### src/aes_ctr_pkg.sv
// Shared types, constants and byte functions for the AES-256 counter-mode block.
package aes_ctr_pkg;

    localparam int BLOCK_BYTES = 16;
    localparam int ROUNDS      = 14;

    localparam logic [2:0] CFG_KEY_0     = 3'd0;
    localparam logic [2:0] CFG_KEY_1     = 3'd1;
    localparam logic [2:0] CFG_KEY_2     = 3'd2;
    localparam logic [2:0] CFG_KEY_3     = 3'd3;
    localparam logic [2:0] CFG_COUNT_HI  = 3'd4;
    localparam logic [2:0] CFG_COUNT_LO  = 3'd5;

    typedef struct packed {
        logic [63:0] data_high;
        logic [63:0] data_low;
        logic [4:0]  byte_count;
        logic        first;
    } in_word_t;

    typedef struct packed {
        logic [63:0] out_high;
        logic [63:0] out_low;
        logic [4:0]  out_count;
    } out_word_t;

    // Commands from the controller to the datapath.
    typedef struct packed {
        logic       load;
        logic       round_en;
        logic       final_round;
        logic       out_load;
        logic [3:0] rnd;
    } cmd_t;

    localparam logic [0:255][7:0] SBOX = {
        8'h63, 8'h7c, 8'h77, 8'h7b, 8'hf2, 8'h6b, 8'h6f, 8'hc5,
        8'h30, 8'h01, 8'h67, 8'h2b, 8'hfe, 8'hd7, 8'hab, 8'h76,
        8'hca, 8'h82, 8'hc9, 8'h7d, 8'hfa, 8'h59, 8'h47, 8'hf0,
        8'had, 8'hd4, 8'ha2, 8'haf, 8'h9c, 8'ha4, 8'h72, 8'hc0,
        8'hb7, 8'hfd, 8'h93, 8'h26, 8'h36, 8'h3f, 8'hf7, 8'hcc,
        8'h34, 8'ha5, 8'he5, 8'hf1, 8'h71, 8'hd8, 8'h31, 8'h15,
        8'h04, 8'hc7, 8'h23, 8'hc3, 8'h18, 8'h96, 8'h05, 8'h9a,
        8'h07, 8'h12, 8'h80, 8'he2, 8'heb, 8'h27, 8'hb2, 8'h75,
        8'h09, 8'h83, 8'h2c, 8'h1a, 8'h1b, 8'h6e, 8'h5a, 8'ha0,
        8'h52, 8'h3b, 8'hd6, 8'hb3, 8'h29, 8'he3, 8'h2f, 8'h84,
        8'h53, 8'hd1, 8'h00, 8'hed, 8'h20, 8'hfc, 8'hb1, 8'h5b,
        8'h6a, 8'hcb, 8'hbe, 8'h39, 8'h4a, 8'h4c, 8'h58, 8'hcf,
        8'hd0, 8'hef, 8'haa, 8'hfb, 8'h43, 8'h4d, 8'h33, 8'h85,
        8'h45, 8'hf9, 8'h02, 8'h7f, 8'h50, 8'h3c, 8'h9f, 8'ha8,
        8'h51, 8'ha3, 8'h40, 8'h8f, 8'h92, 8'h9d, 8'h38, 8'hf5,
        8'hbc, 8'hb6, 8'hda, 8'h21, 8'h10, 8'hff, 8'hf3, 8'hd2,
        8'hcd, 8'h0c, 8'h13, 8'hec, 8'h5f, 8'h97, 8'h44, 8'h17,
        8'hc4, 8'ha7, 8'h7e, 8'h3d, 8'h64, 8'h5d, 8'h19, 8'h73,
        8'h60, 8'h81, 8'h4f, 8'hdc, 8'h22, 8'h2a, 8'h90, 8'h88,
        8'h46, 8'hee, 8'hb8, 8'h14, 8'hde, 8'h5e, 8'h0b, 8'hdb,
        8'he0, 8'h32, 8'h3a, 8'h0a, 8'h49, 8'h06, 8'h24, 8'h5c,
        8'hc2, 8'hd3, 8'hac, 8'h62, 8'h91, 8'h95, 8'he4, 8'h79,
        8'he7, 8'hc8, 8'h37, 8'h6d, 8'h8d, 8'hd5, 8'h4e, 8'ha9,
        8'h6c, 8'h56, 8'hf4, 8'hea, 8'h65, 8'h7a, 8'hae, 8'h08,
        8'hba, 8'h78, 8'h25, 8'h2e, 8'h1c, 8'ha6, 8'hb4, 8'hc6,
        8'he8, 8'hdd, 8'h74, 8'h1f, 8'h4b, 8'hbd, 8'h8b, 8'h8a,
        8'h70, 8'h3e, 8'hb5, 8'h66, 8'h48, 8'h03, 8'hf6, 8'h0e,
        8'h61, 8'h35, 8'h57, 8'hb9, 8'h86, 8'hc1, 8'h1d, 8'h9e,
        8'he1, 8'hf8, 8'h98, 8'h11, 8'h69, 8'hd9, 8'h8e, 8'h94,
        8'h9b, 8'h1e, 8'h87, 8'he9, 8'hce, 8'h55, 8'h28, 8'hdf,
        8'h8c, 8'ha1, 8'h89, 8'h0d, 8'hbf, 8'he6, 8'h42, 8'h68,
        8'h41, 8'h99, 8'h2d, 8'h0f, 8'hb0, 8'h54, 8'hbb, 8'h16
    };

    localparam logic [0:7][7:0] RCON = {
        8'h01, 8'h02, 8'h04, 8'h08, 8'h10, 8'h20, 8'h40, 8'h80
    };

    function automatic logic [7:0] xtime(input logic [7:0] a);
        return {a[6:0], 1'b0} ^ (a[7] ? 8'h1b : 8'h00);
    endfunction

    function automatic logic [31:0] sub_word(input logic [31:0] w);
        return {SBOX[w[31:24]], SBOX[w[23:16]], SBOX[w[15:8]], SBOX[w[7:0]]};
    endfunction

endpackage

### src/aes_ctr_ctrl.sv
// Controller: sequences load and fourteen cipher rounds, and owns the result valid flag.
module aes_ctr_ctrl (
    input  logic                aclk,
    input  logic                aresetn,
    input  logic                s_valid,
    output logic                s_ready,
    output logic                m_valid,
    input  logic                m_ready,
    output aes_ctr_pkg::cmd_t   cmd
);

    typedef enum logic [1:0] {
        ST_IDLE = 2'b01,
        ST_RUN  = 2'b10
    } state_t;

    state_t     state_reg, state_next;
    logic [3:0] rnd_reg, rnd_next;
    logic       m_valid_reg, m_valid_next;
    logic       last;
    logic       out_free;

    assign last     = (rnd_reg == 4'(aes_ctr_pkg::ROUNDS));
    assign out_free = !m_valid_reg || m_ready;
    assign s_ready  = (state_reg == ST_IDLE);
    assign m_valid  = m_valid_reg;

    always_comb begin
        state_next       = state_reg;
        rnd_next         = rnd_reg;
        cmd.load         = 1'b0;
        cmd.round_en     = 1'b0;
        cmd.final_round  = last;
        cmd.out_load     = 1'b0;
        cmd.rnd          = rnd_reg;
        case (state_reg)
            ST_IDLE: begin
                if (s_valid) begin
                    cmd.load   = 1'b1;
                    rnd_next   = 4'd1;
                    state_next = ST_RUN;
                end
            end
            ST_RUN: begin
                if (!last) begin
                    cmd.round_en = 1'b1;
                    rnd_next     = rnd_reg + 4'd1;
                end else if (out_free) begin
                    // The final round writes the result register directly.
                    cmd.round_en = 1'b1;
                    cmd.out_load = 1'b1;
                    state_next   = ST_IDLE;
                end
            end
            default: state_next = ST_IDLE;
        endcase
        m_valid_next = cmd.out_load || (m_valid_reg && !m_ready);
    end

    always_ff @(posedge aclk) begin
        if (!aresetn) begin
            state_reg   <= ST_IDLE;
            rnd_reg     <= 4'd0;
            m_valid_reg <= 1'b0;
        end else begin
            state_reg   <= state_next;
            rnd_reg     <= rnd_next;
            m_valid_reg <= m_valid_next;
        end
    end

endmodule

### config.mk
export PLATFORM = sky130hd
export DESIGN_NAME = aes_ctr_ctrl
export DESIGN_NICKNAME = d
export VERILOG_FILES = /design/src/aes_ctr_pkg.sv /design/src/aes_ctr_ctrl.sv
export SDC_FILE = /design/constraint.sdc
export NUM_CORES = 1
export LEC_CHECK = 0
export BUFFER_PORTS_ARGS = -buffer_cell sky130_fd_sc_hd__buf_2
export CAP_MARGIN = 20
export CORE_AREA = 3 3 40 42
export DETAILED_ROUTE_END_ITERATION = 7
export DIE_AREA = 0 0 43 45
export HOLD_SLACK_MARGIN = 0.06
export PLACE_DENSITY = 0.49
export SYNTH_ARGS = -nofsm -noshare
export SYNTH_HDL_FRONTEND = slang
export SYNTH_SLANG_ARGS = --single-unit
### constraint.sdc
create_clock -name aclk -period 3.5 [get_ports aclk]
set_input_delay 0.7 -clock aclk [delete_from_list [all_inputs] [get_ports aclk]]
set_output_delay 0.7 -clock aclk [all_outputs]
set_load 0.03 [all_outputs]
==> results of run 1 <==
layout make-up:
class	instances	area [µm²]	share of cell area
Tap cell	15	18.8	0.0400
Timing Repair Buffer	13	65.1	0.139
Sequential cell	7	140	0.299
Clock buffer	3	22.5	0.0480
Inverter	4	15.0	0.0320
Multi-Input combinational cell	28	203	0.432
Clock inverter	1	5.00	0.0107
metal layers:
| metal | vias up | global-route usage | share of wire | routed length, µm |
|---|---|---|---|---|
| li1 | 175 | - | - | - |
| met2 | 11 | 0.120 | 0.44 | 325 |
| met1 | 147 | 0.0918 | 0.46 | 339 |
| met3 | 2 | 0.0598 | 0.078 | 57 |
| met5 | - | 0 | 0 | 0 |
| met4 | 0 | 0.0361 | 0.012 | 9 |
logic make-up (layout without fill, tap and decap cells):
group,Yosys count,count (layout),share of synthesized area
compound gates,13,13,0.229
fa+ha+maj,2,2,0.0664
buf+inv,6,21,0.0897
flops,7,7,0.372
simple gates,13,13,0.243
cells in the mapped netlist, drive strengths merged:
master / count / area share
dfxtp: 7 / 0.37
a21oi: 4 / 0.053
inv: 4 / 0.040
or3: 3 / 0.050
buf: 2 / 0.050
ha: 2 / 0.066
nand2b: 2 / 0.053
nand3: 2 / 0.040
o211ai: 2 / 0.040
o21ai: 2 / 0.027
o31ai: 2 / 0.040
a21boi: 1 / 0.020
and2: 1 / 0.017
and2b: 1 / 0.023
nand2: 1 / 0.010
nand3b: 1 / 0.020
nor2b: 1 / 0.017
nor3: 1 / 0.013
o21a: 1 / 0.020
o311a: 1 / 0.030
layout by cell type, fill, tap and decap left out, types with 2 or more instances in the layout:
master / count
o211ai_1: 2
clkbuf_4: 3
buf_2: 13
or3_1: 3
inv_1: 3
ha_1: 2
a21oi_1: 4
o21ai_0: 2
o31ai_1: 2
dfxtp_1: 7
final timing paths:
check,from,endpoint,slack (ns),depth (start not counted)
setup / recovery,rnd_reg[0],cmd[6],1.37,6
hold / removal,rnd_reg[3],rnd_reg[3],0.51,2
hold reg to reg,rnd_reg[3],rnd_reg[3],0.51,2
setup reg to reg,rnd_reg[0],rnd_reg[1],2.07,6
per-stage QoR:
step	power (mW)	instances	util
CTS	0.192	71	0.365
global placement	0.115	67	0.344
global route	0.201	71	0.365
detailed placement	0.114	67	0.344
finish	0.187	71	0.365
floorplan	0.107	41	-
tightest hold or removal path, stage by stage (launching register included):
cell	delay (ns)
dfxtp_1	0.33
o31ai_1	0.07
a21oi_1	0.06
report_power, final:
group	leakage [nW]	switching, mW	internal (mW)
sequential	0.0571	0.00280	0.0828
combinational	0.145	0.0164	0.0101
clock	0.0177	0.0333	0.0419
==> results.sh, run 1 <==
export IMPL_avgSynthCellArea_um2=9.19
export IMPL_netlist_area_um2=377
export IMPL_setup_viol=0
export IMPL_crit_chain="inv_1 -> ha_1 -> nand3_2 -> inv_2 -> a21oi_1 -> buf_2"
export IMPL_cp_data_required_time_ns=2.80
export IMPL_initial_core_util=0.293
export IMPL_fillCellCount=137
export IMPL_ir_worst_vdd_mv=0.182
export IMPL_routabilityCongestion=0.677
export IMPL_netlist_instances=41
export IMPL_synth_distinct_cells=24
export IMPL_rsz0062_at_grt="false"
export IMPL_grt_max_degree=13
export IMPL_crit_buf_inv=3
export IMPL_cts_setup_buffers=0
export IMPL_worstPathMaxFanout=9
export IMPL_core_um2=1280
export IMPL_status="completed"
export IMPL_ys_warn_count=0
export IMPL_place_area_um2=442
export IMPL_design_area_um2=469
export IMPL_ios=14
export IMPL_syn_nets=47
export IMPL_cts_num_sinks=7
export IMPL_hold_class="flip-flop to flip-flop"
export IMPL_fin_tns_setup_ns=0
export IMPL_p_leak_nw=0.220
export IMPL_post_cts_resized=0
export IMPL_tightest_slew_ns=0.190
export IMPL_drive_above_1_share=0.393
export IMPL_cp_arrival_ns=1.43
export IMPL_avgViaCountPerCell=4.72
export IMPL_post_route_period_util=0.609
export IMPL_hpwl_um=564
export IMPL_fmax_ghz=0.469
export IMPL_powerDensity_nw_per_um2=399
export IMPL_area_growth_pct=24.6
export IMPL_dp_slack_ns=1.58
export IMPL_via_count=335
export IMPL_grt_pass1_wl_mm=1.10
export IMPL_first_iter_violations=5
export IMPL_cts_root_buffer="clkbuf_4"
export IMPL_die_area_um2=1940
export IMPL_synth_seq_area_share=0.372
export IMPL_numPortBuffers=13
export IMPL_critical_path_top_delay_family="buffers and inverters"
export IMPL_antenna_cells=0
export IMPL_cts_buffer_depth=2
export IMPL_route_detailed_drc=0
export IMPL_cts_tree="built"
export IMPL_max_cap_viol_count=0
export IMPL_cpPeakStageDelay_ns=0.37
export IMPL_worst_slack_ns=1.37
export IMPL_cts_buffers_inserted=3
export IMPL_grt_pass1_vias=265
export IMPL_ant_nets=0
export IMPL_nNetsFinal=63
export IMPL_h_tree_depth=1
export IMPL_holdWs_ns=0.508
export IMPL_worstSetupEndpointType="primary output"
export IMPL_antenna_found_initial=0
export IMPL_die_x_um=43
export IMPL_largest_register_ffs=4
export IMPL_wl_per_cell_um=10.3
export IMPL_synth_seq_cells=7
export IMPL_track_usage=0.0825
export IMPL_max_slew_margin=0.873
export IMPL_critical_path_class="flip-flop to primary output"
export IMPL_postCtsHoldBufs=0
export IMPL_critPathLaunchType="flip-flop"
export IMPL_wl_um=732
export IMPL_finalHoldViolCount=0
export IMPL_insertion_delay_ns=0.26
export IMPL_grt_ovfl_total=0
export IMPL_period_needed_ns=2.13
export IMPL_cts_clk_slew_worst_paths_ns=0.06
export IMPL_die_h_um=45
export IMPL_drt_pass1_iter_count=4
export IMPL_maxSlewViolCount=0
export IMPL_clock_skew_ns=0.0115
export IMPL_crit_slowest_cell="dfxtp_1"
export IMPL_placementRows=13
Power figures use the tool's default switching activity.
==> inputs of run 2 (changes only) <==
==> constraint.sdc (replaced) <==
create_clock -name aclk -period 2.2 [get_ports aclk]
set_input_delay 0.44 -clock aclk [delete_from_list [all_inputs] [get_ports aclk]]
set_output_delay 0.44 -clock aclk [all_outputs]
set_load 0.03 [all_outputs]
==> run 2 against run 1 <==
Net effect: hold slack got worse by 0.10 ns; sequential power rose by 59%; wire length rose by 4.4%; final cell count did not move; combinational power rose by 61%; clock skew fell by 0.0013 ns; core utilization did not move; critical endpoint unchanged; largest cell class unchanged; highest routed layer unchanged.
==> results.sh, run 2 (synthesis results as in run 1) <==
export IMPL_antenna_cells=0
export IMPL_ant_nets=0
export IMPL_worstPathMaxFanout=9
export IMPL_worstSetupEndpointType="primary output"
export IMPL_tightest_slew_ns=0.188
export IMPL_grt_max_degree=13
export IMPL_initial_core_util=0.293
export IMPL_min_delay_worst_endpoint="state_reg[0]"
export IMPL_wl_um=764
export IMPL_grt_pass1_vias=299
export IMPL_first_iter_violations=7
export IMPL_status="completed"
export IMPL_hp_start="aresetn"
export IMPL_rrSetupSlack_ns=0.79
export IMPL_rsz0062_at_grt="false"
export IMPL_cts_setup_buffers=0
export IMPL_post_cts_resized=0
export IMPL_insertion_delay_ns=0.26
export IMPL_die_h_um=45
export IMPL_via_count=348
export IMPL_post_route_period_util=0.853
export IMPL_fin_tns_setup_ns=0
export IMPL_final_cell_mix="buf_2 (13), dfxtp_1 (7), a21oi_1 (4)"
export IMPL_ff_latch_area_um2=140
export IMPL_cts_tree="built"
export IMPL_rr_worst_depth=6
export IMPL_core_um2=1280
export IMPL_place_area_um2=442
export IMPL_h_tree_depth=1
export IMPL_finalHoldViolCount=0
export IMPL_cp_arrival_ns=1.44
export IMPL_die_x_um=43
export IMPL_multi_input_area_um2=203
export IMPL_track_usage=0.0927
export IMPL_critPathLaunchType="flip-flop"
export IMPL_numPortBuffers=13
export IMPL_cts_buffers_inserted=3
export IMPL_clock_skew_ns=0.0102
export IMPL_setup_viol=0
export IMPL_final_common_cell="buf_2"
export IMPL_cp_data_required_time_ns=1.76
export IMPL_max_slew_margin=0.874
export IMPL_maxSlewViolCount=0
export IMPL_route_detailed_drc=0
export IMPL_grt_ovfl_total=0
export IMPL_antenna_found_initial=0
export IMPL_holdPathStages=2
export IMPL_ios=14
export IMPL_critical_path_class="flip-flop to primary output"
export IMPL_cts_clk_slew_worst_paths_ns=0.06
export IMPL_design_area_um2=469
export IMPL_area_growth_pct=24.6
export IMPL_cts_buffer_depth=2
export IMPL_grt_pass1_wl_mm=1.31
export IMPL_r2r_end="rnd_reg[1]"
export IMPL_period_needed_ns=1.88
export IMPL_routabilityCongestion=0.683
export IMPL_wl_per_cell_um=10.8
export IMPL_postCtsHoldBufs=0
export IMPL_cts_num_sinks=7
export IMPL_placementRows=13
export IMPL_cts_root_buffer="clkbuf_4"
export IMPL_fmax_ghz=0.533
export IMPL_powerDensity_nw_per_um2=638
export IMPL_largest_register_ffs=4
export IMPL_drt_pass1_iter_count=4
export IMPL_p_leak_nw=0.220
export IMPL_ir_worst_vdd_mv=0.371
export IMPL_drive_above_1_share=0.393
export IMPL_hold_class="primary input to flip-flop"
export IMPL_max_cap_viol_count=0
export IMPL_avgViaCountPerCell=4.90
export IMPL_fillCellCount=135
export IMPL_power_mw=0.299
export IMPL_rr_startpoint="rnd_reg[0]"
export IMPL_die_area_um2=1940
export IMPL_nNetsFinal=63
## run 2: worst max-delay path, cell delays in order (launching register included)
cell     delay [ns]
dfxtp_1        0.37
inv_1          0.08
ha_1           0.21
nand3_2        0.10
inv_2          0.09
a21oi_1        0.13
buf_2          0.21
## run 2: final cells by class
| type | count | area share |
|---|---|---|
| Timing Repair Buffer | 13 | 0.139 |
| Tap cell | 15 | 0.0400 |
| Sequential cell | 7 | 0.299 |
| Inverter | 4 | 0.0320 |
| Clock inverter | 1 | 0.0107 |
| Clock buffer | 3 | 0.0480 |
| Multi-Input combinational cell | 28 | 0.432 |
## run 2: report_power, final
group          switching (mW)  total, mW  leakage [nW]  internal, mW
clock network          0.0539      0.121        0.0177        0.0668
logic                  0.0264     0.0426         0.145        0.0162
registers             0.00449      0.136        0.0571         0.132
## run 2: metrics by stage
| step | hold WS, ns | instances | setup WS, ns | util |
|---|---|---|---|---|
| final | 0.406 | 71 | 0.324 | 0.365 |
| after global routing | 0.428 | 71 | 0.206 | 0.365 |
| after CTS | 0.406 | 71 | 0.312 | 0.365 |
| after detailed placement | 0.500 | 67 | 0.606 | 0.344 |
| after global placement | 0.503 | 67 | 0.643 | 0.344 |
| after floorplan | 0.516 | 41 | 0.169 | - |
## run 2: worst max-delay path by stage
| stage | endpoint | slack [ns] | depth (start not counted) | start |
|---|---|---|---|---|
| 3_5_place_dp | cmd[6] | 0.61 | 6 | rnd_reg[0] |
| 5_1_grt | cmd[6] | 0.21 | 6 | rnd_reg[0] |
| 4_1_cts | cmd[6] | 0.31 | 6 | rnd_reg[0] |
| 3_3_place_gp | cmd[6] | 0.64 | 6 | rnd_reg[0] |
| 2_1_floorplan | cmd[4] | 0.17 | 3 | rnd_reg[1] |
| 6_report | cmd[6] | 0.32 | 6 | rnd_reg[0] |
## run 2: routing by layer
layer	vias to the layer above	part of all wire	track usage
li1	175	-	-
met1	157	0.47	0.117
met2	14	0.43	0.135
met3	2	0.090	0.0598
met4	0	0.0092	0.0181
met5	-	0	0
==> inputs of run 3 (changes only) <==
--- a/config.mk
+++ b/config.mk
@@ -7,9 +7,9 @@
 export LEC_CHECK = 0
 export BUFFER_PORTS_ARGS = -buffer_cell sky130_fd_sc_hd__buf_2
 export CAP_MARGIN = 20
-export CORE_AREA = 3 3 40 42
+export CORE_AREA = 2 2 39 41
 export DETAILED_ROUTE_END_ITERATION = 7
-export DIE_AREA = 0 0 43 45
+export DIE_AREA = 0 0 41 43
 export HOLD_SLACK_MARGIN = 0.06
 export PLACE_DENSITY = 0.49
 export SYNTH_ARGS = -nofsm -noshare
==> run 3 against run 2 <==
Net effect: clock skew down 0.0056 ns; clock power about the same; first-iteration DRC count shrank 86%; wire length fell by 0.79%; flip-flop and latch count unchanged; core utilization decreased by 2.6 points; sequential power is essentially flat; sequential share of layout area is the same; global-route usage up 3.1 points; combinational power barely moved; setup slack better by 0.0023 ns; critical path type unchanged; largest power group unchanged.
==> results.sh, run 3 (synthesis results as in run 1) <==
export IMPL_status="completed"
export IMPL_cts_num_sinks=7
export IMPL_area_growth_pct=24.6
export IMPL_clkPwrFrac=0.409
export IMPL_ios=14
export IMPL_ant_nets=0
export IMPL_rsz0062_at_grt="false"
export IMPL_dp_slack_ns=0.620
export IMPL_hpwl_um=568
export IMPL_grt_pass1_wl_mm=1.36
export IMPL_antenna_cells=0
export IMPL_nNetsFinal=63
export IMPL_insertion_delay_ns=0.26
export IMPL_avgViaCountPerCell=4.64
export IMPL_worst_slack_ns=0.326
export IMPL_p_int_mw=0.218
export IMPL_initial_core_util=0.272
export IMPL_first_iter_violations=1
export IMPL_via_count=334
export IMPL_post_route_period_util=0.852
export IMPL_post_cts_resized=0
export IMPL_wl_um=758
export IMPL_critical_path_class="flip-flop to primary output"
export IMPL_drive_above_1_share=0.375
export IMPL_worstPathMaxFanout=9
export IMPL_powerDensity_nw_per_um2=645
export IMPL_fin_tns_setup_ns=0
export IMPL_maxSlewViolCount=0
export IMPL_route_detailed_drc=0
export IMPL_final_common_cell="buf_2"
export IMPL_cts_clk_slew_worst_paths_ns=0.06
export IMPL_switching_power_mw=0.0849
export IMPL_grt_pass1_vias=299
export IMPL_final_cell_mix="buf_2 (13), dfxtp_1 (7), a21oi_1 (4)"
export IMPL_period_needed_ns=1.87
export IMPL_postCtsHoldBufs=0
export IMPL_max_cap_viol_count=0
export IMPL_grt_max_degree=13
export IMPL_die_area_um2=1760
export IMPL_die_x_um=41
export IMPL_cts_root_buffer="clkbuf_4"
export IMPL_ir_worst_vdd_mv=0.359
export IMPL_core_um2=1380
export IMPL_die_h_um=43
export IMPL_numPortBuffers=13
export IMPL_cp_data_required_time_ns=1.76
export IMPL_worstSetupEndpointType="primary output"
export IMPL_grt_ovfl_total=0
export IMPL_finalHoldViolCount=0
export IMPL_placementRows=14
export IMPL_holdWs_ns=0.411
export IMPL_clock_skew_ns=0.00462
export IMPL_fmax_ghz=0.534
export IMPL_h_tree_depth=1
export IMPL_drt_pass1_iter_count=2
export IMPL_max_slew_margin=0.874
export IMPL_seqPwrFrac=0.450
export IMPL_p_comb_frac=0.141
export IMPL_setup_viol=0
export IMPL_p_sw_frac=0.281
export IMPL_cts_buffer_depth=2
export IMPL_cp_arrival_ns=1.43
export IMPL_cts_buffers_inserted=3
export IMPL_track_usage=0.124
export IMPL_fillCellCount=156
export IMPL_largest_register_ffs=4
export IMPL_cts_tree="built"
export IMPL_wl_per_cell_um=10.5
export IMPL_tightest_slew_ns=0.187
export IMPL_routabilityCongestion=0.650
export IMPL_p_leak_nw=0.218
export IMPL_critPathLaunchType="flip-flop"
export IMPL_hold_class="primary input to flip-flop"
export IMPL_cts_setup_buffers=0
export IMPL_antenna_found_initial=0
[run 3: cell types whose count changed in the layout (fill, tap and decap cells not counted)]
cell / before / now
clkbuf_1: 0 / 1
clkinv_2: 1 / 0
[run 3: per-stage QoR]
step | total power, mW | cell area, µm² | util | instances
after CTS | 0.307 | 469 | 0.339 | 72
after detailed placement | 0.182 | 443 | 0.320 | 68
after global routing | 0.321 | 469 | 0.339 | 72
after floorplan | 0.170 | 377 | - | 41
final | 0.302 | 469 | 0.339 | 72
after global placement | 0.182 | 443 | 0.320 | 68
[run 3: power groups by stage]
stage,clock network (mW),registers (mW),logic (mW)
6_report,0.124,0.136,0.0425
5_1_grt,0.137,0.137,0.0464
4_1_cts,0.127,0.136,0.0431
3_5_place_dp,0,0.139,0.0432
3_3_place_gp,0,0.139,0.0432
2_1_floorplan,0,0.142,0.0275
[run 3: area by class of cell]
class / count / area [µm²] / area share
flip-flops and latches: 7 / 140 / 0.299
repair buffers: 13 / 65.1 / 0.139
multi-input cells: 28 / 203 / 0.432
well taps: 16 / 20.0 / 0.0427
clock buffers: 4 / 26.3 / 0.0560
inverters: 4 / 15.0 / 0.0320
[run 3: per-layer routing]
layer / vias up / GRT usage / wire (µm)
met3: 3 / 0.0785 / 59
met1: 139 / 0.149 / 363
met4: 0 / 0.100 / 26
met2: 12 / 0.147 / 310
li1: 180 / - / -
met5: - / 0 / 0
[run 3: worst paths after layout]
| path | slack (ns) | from | endpoint | depth (start not counted) |
|---|---|---|---|---|
| max | 0.33 | rnd_reg[0] | cmd[6] | 6 |
| min | 0.41 | aresetn | state_reg[0] | 2 |
| max reg2reg | 0.80 | rnd_reg[0] | rnd_reg[1] | 6 |
| min reg2reg | 0.51 | rnd_reg[3] | rnd_reg[3] | 2 |
[run 3: critical path: stages (launching register included)]
cell and delay (ns):
dfxtp_1 0.37, inv_1 0.09, ha_1 0.21, nand3_2 0.09, inv_2 0.08, a21oi_1 0.12, buf_2 0.21
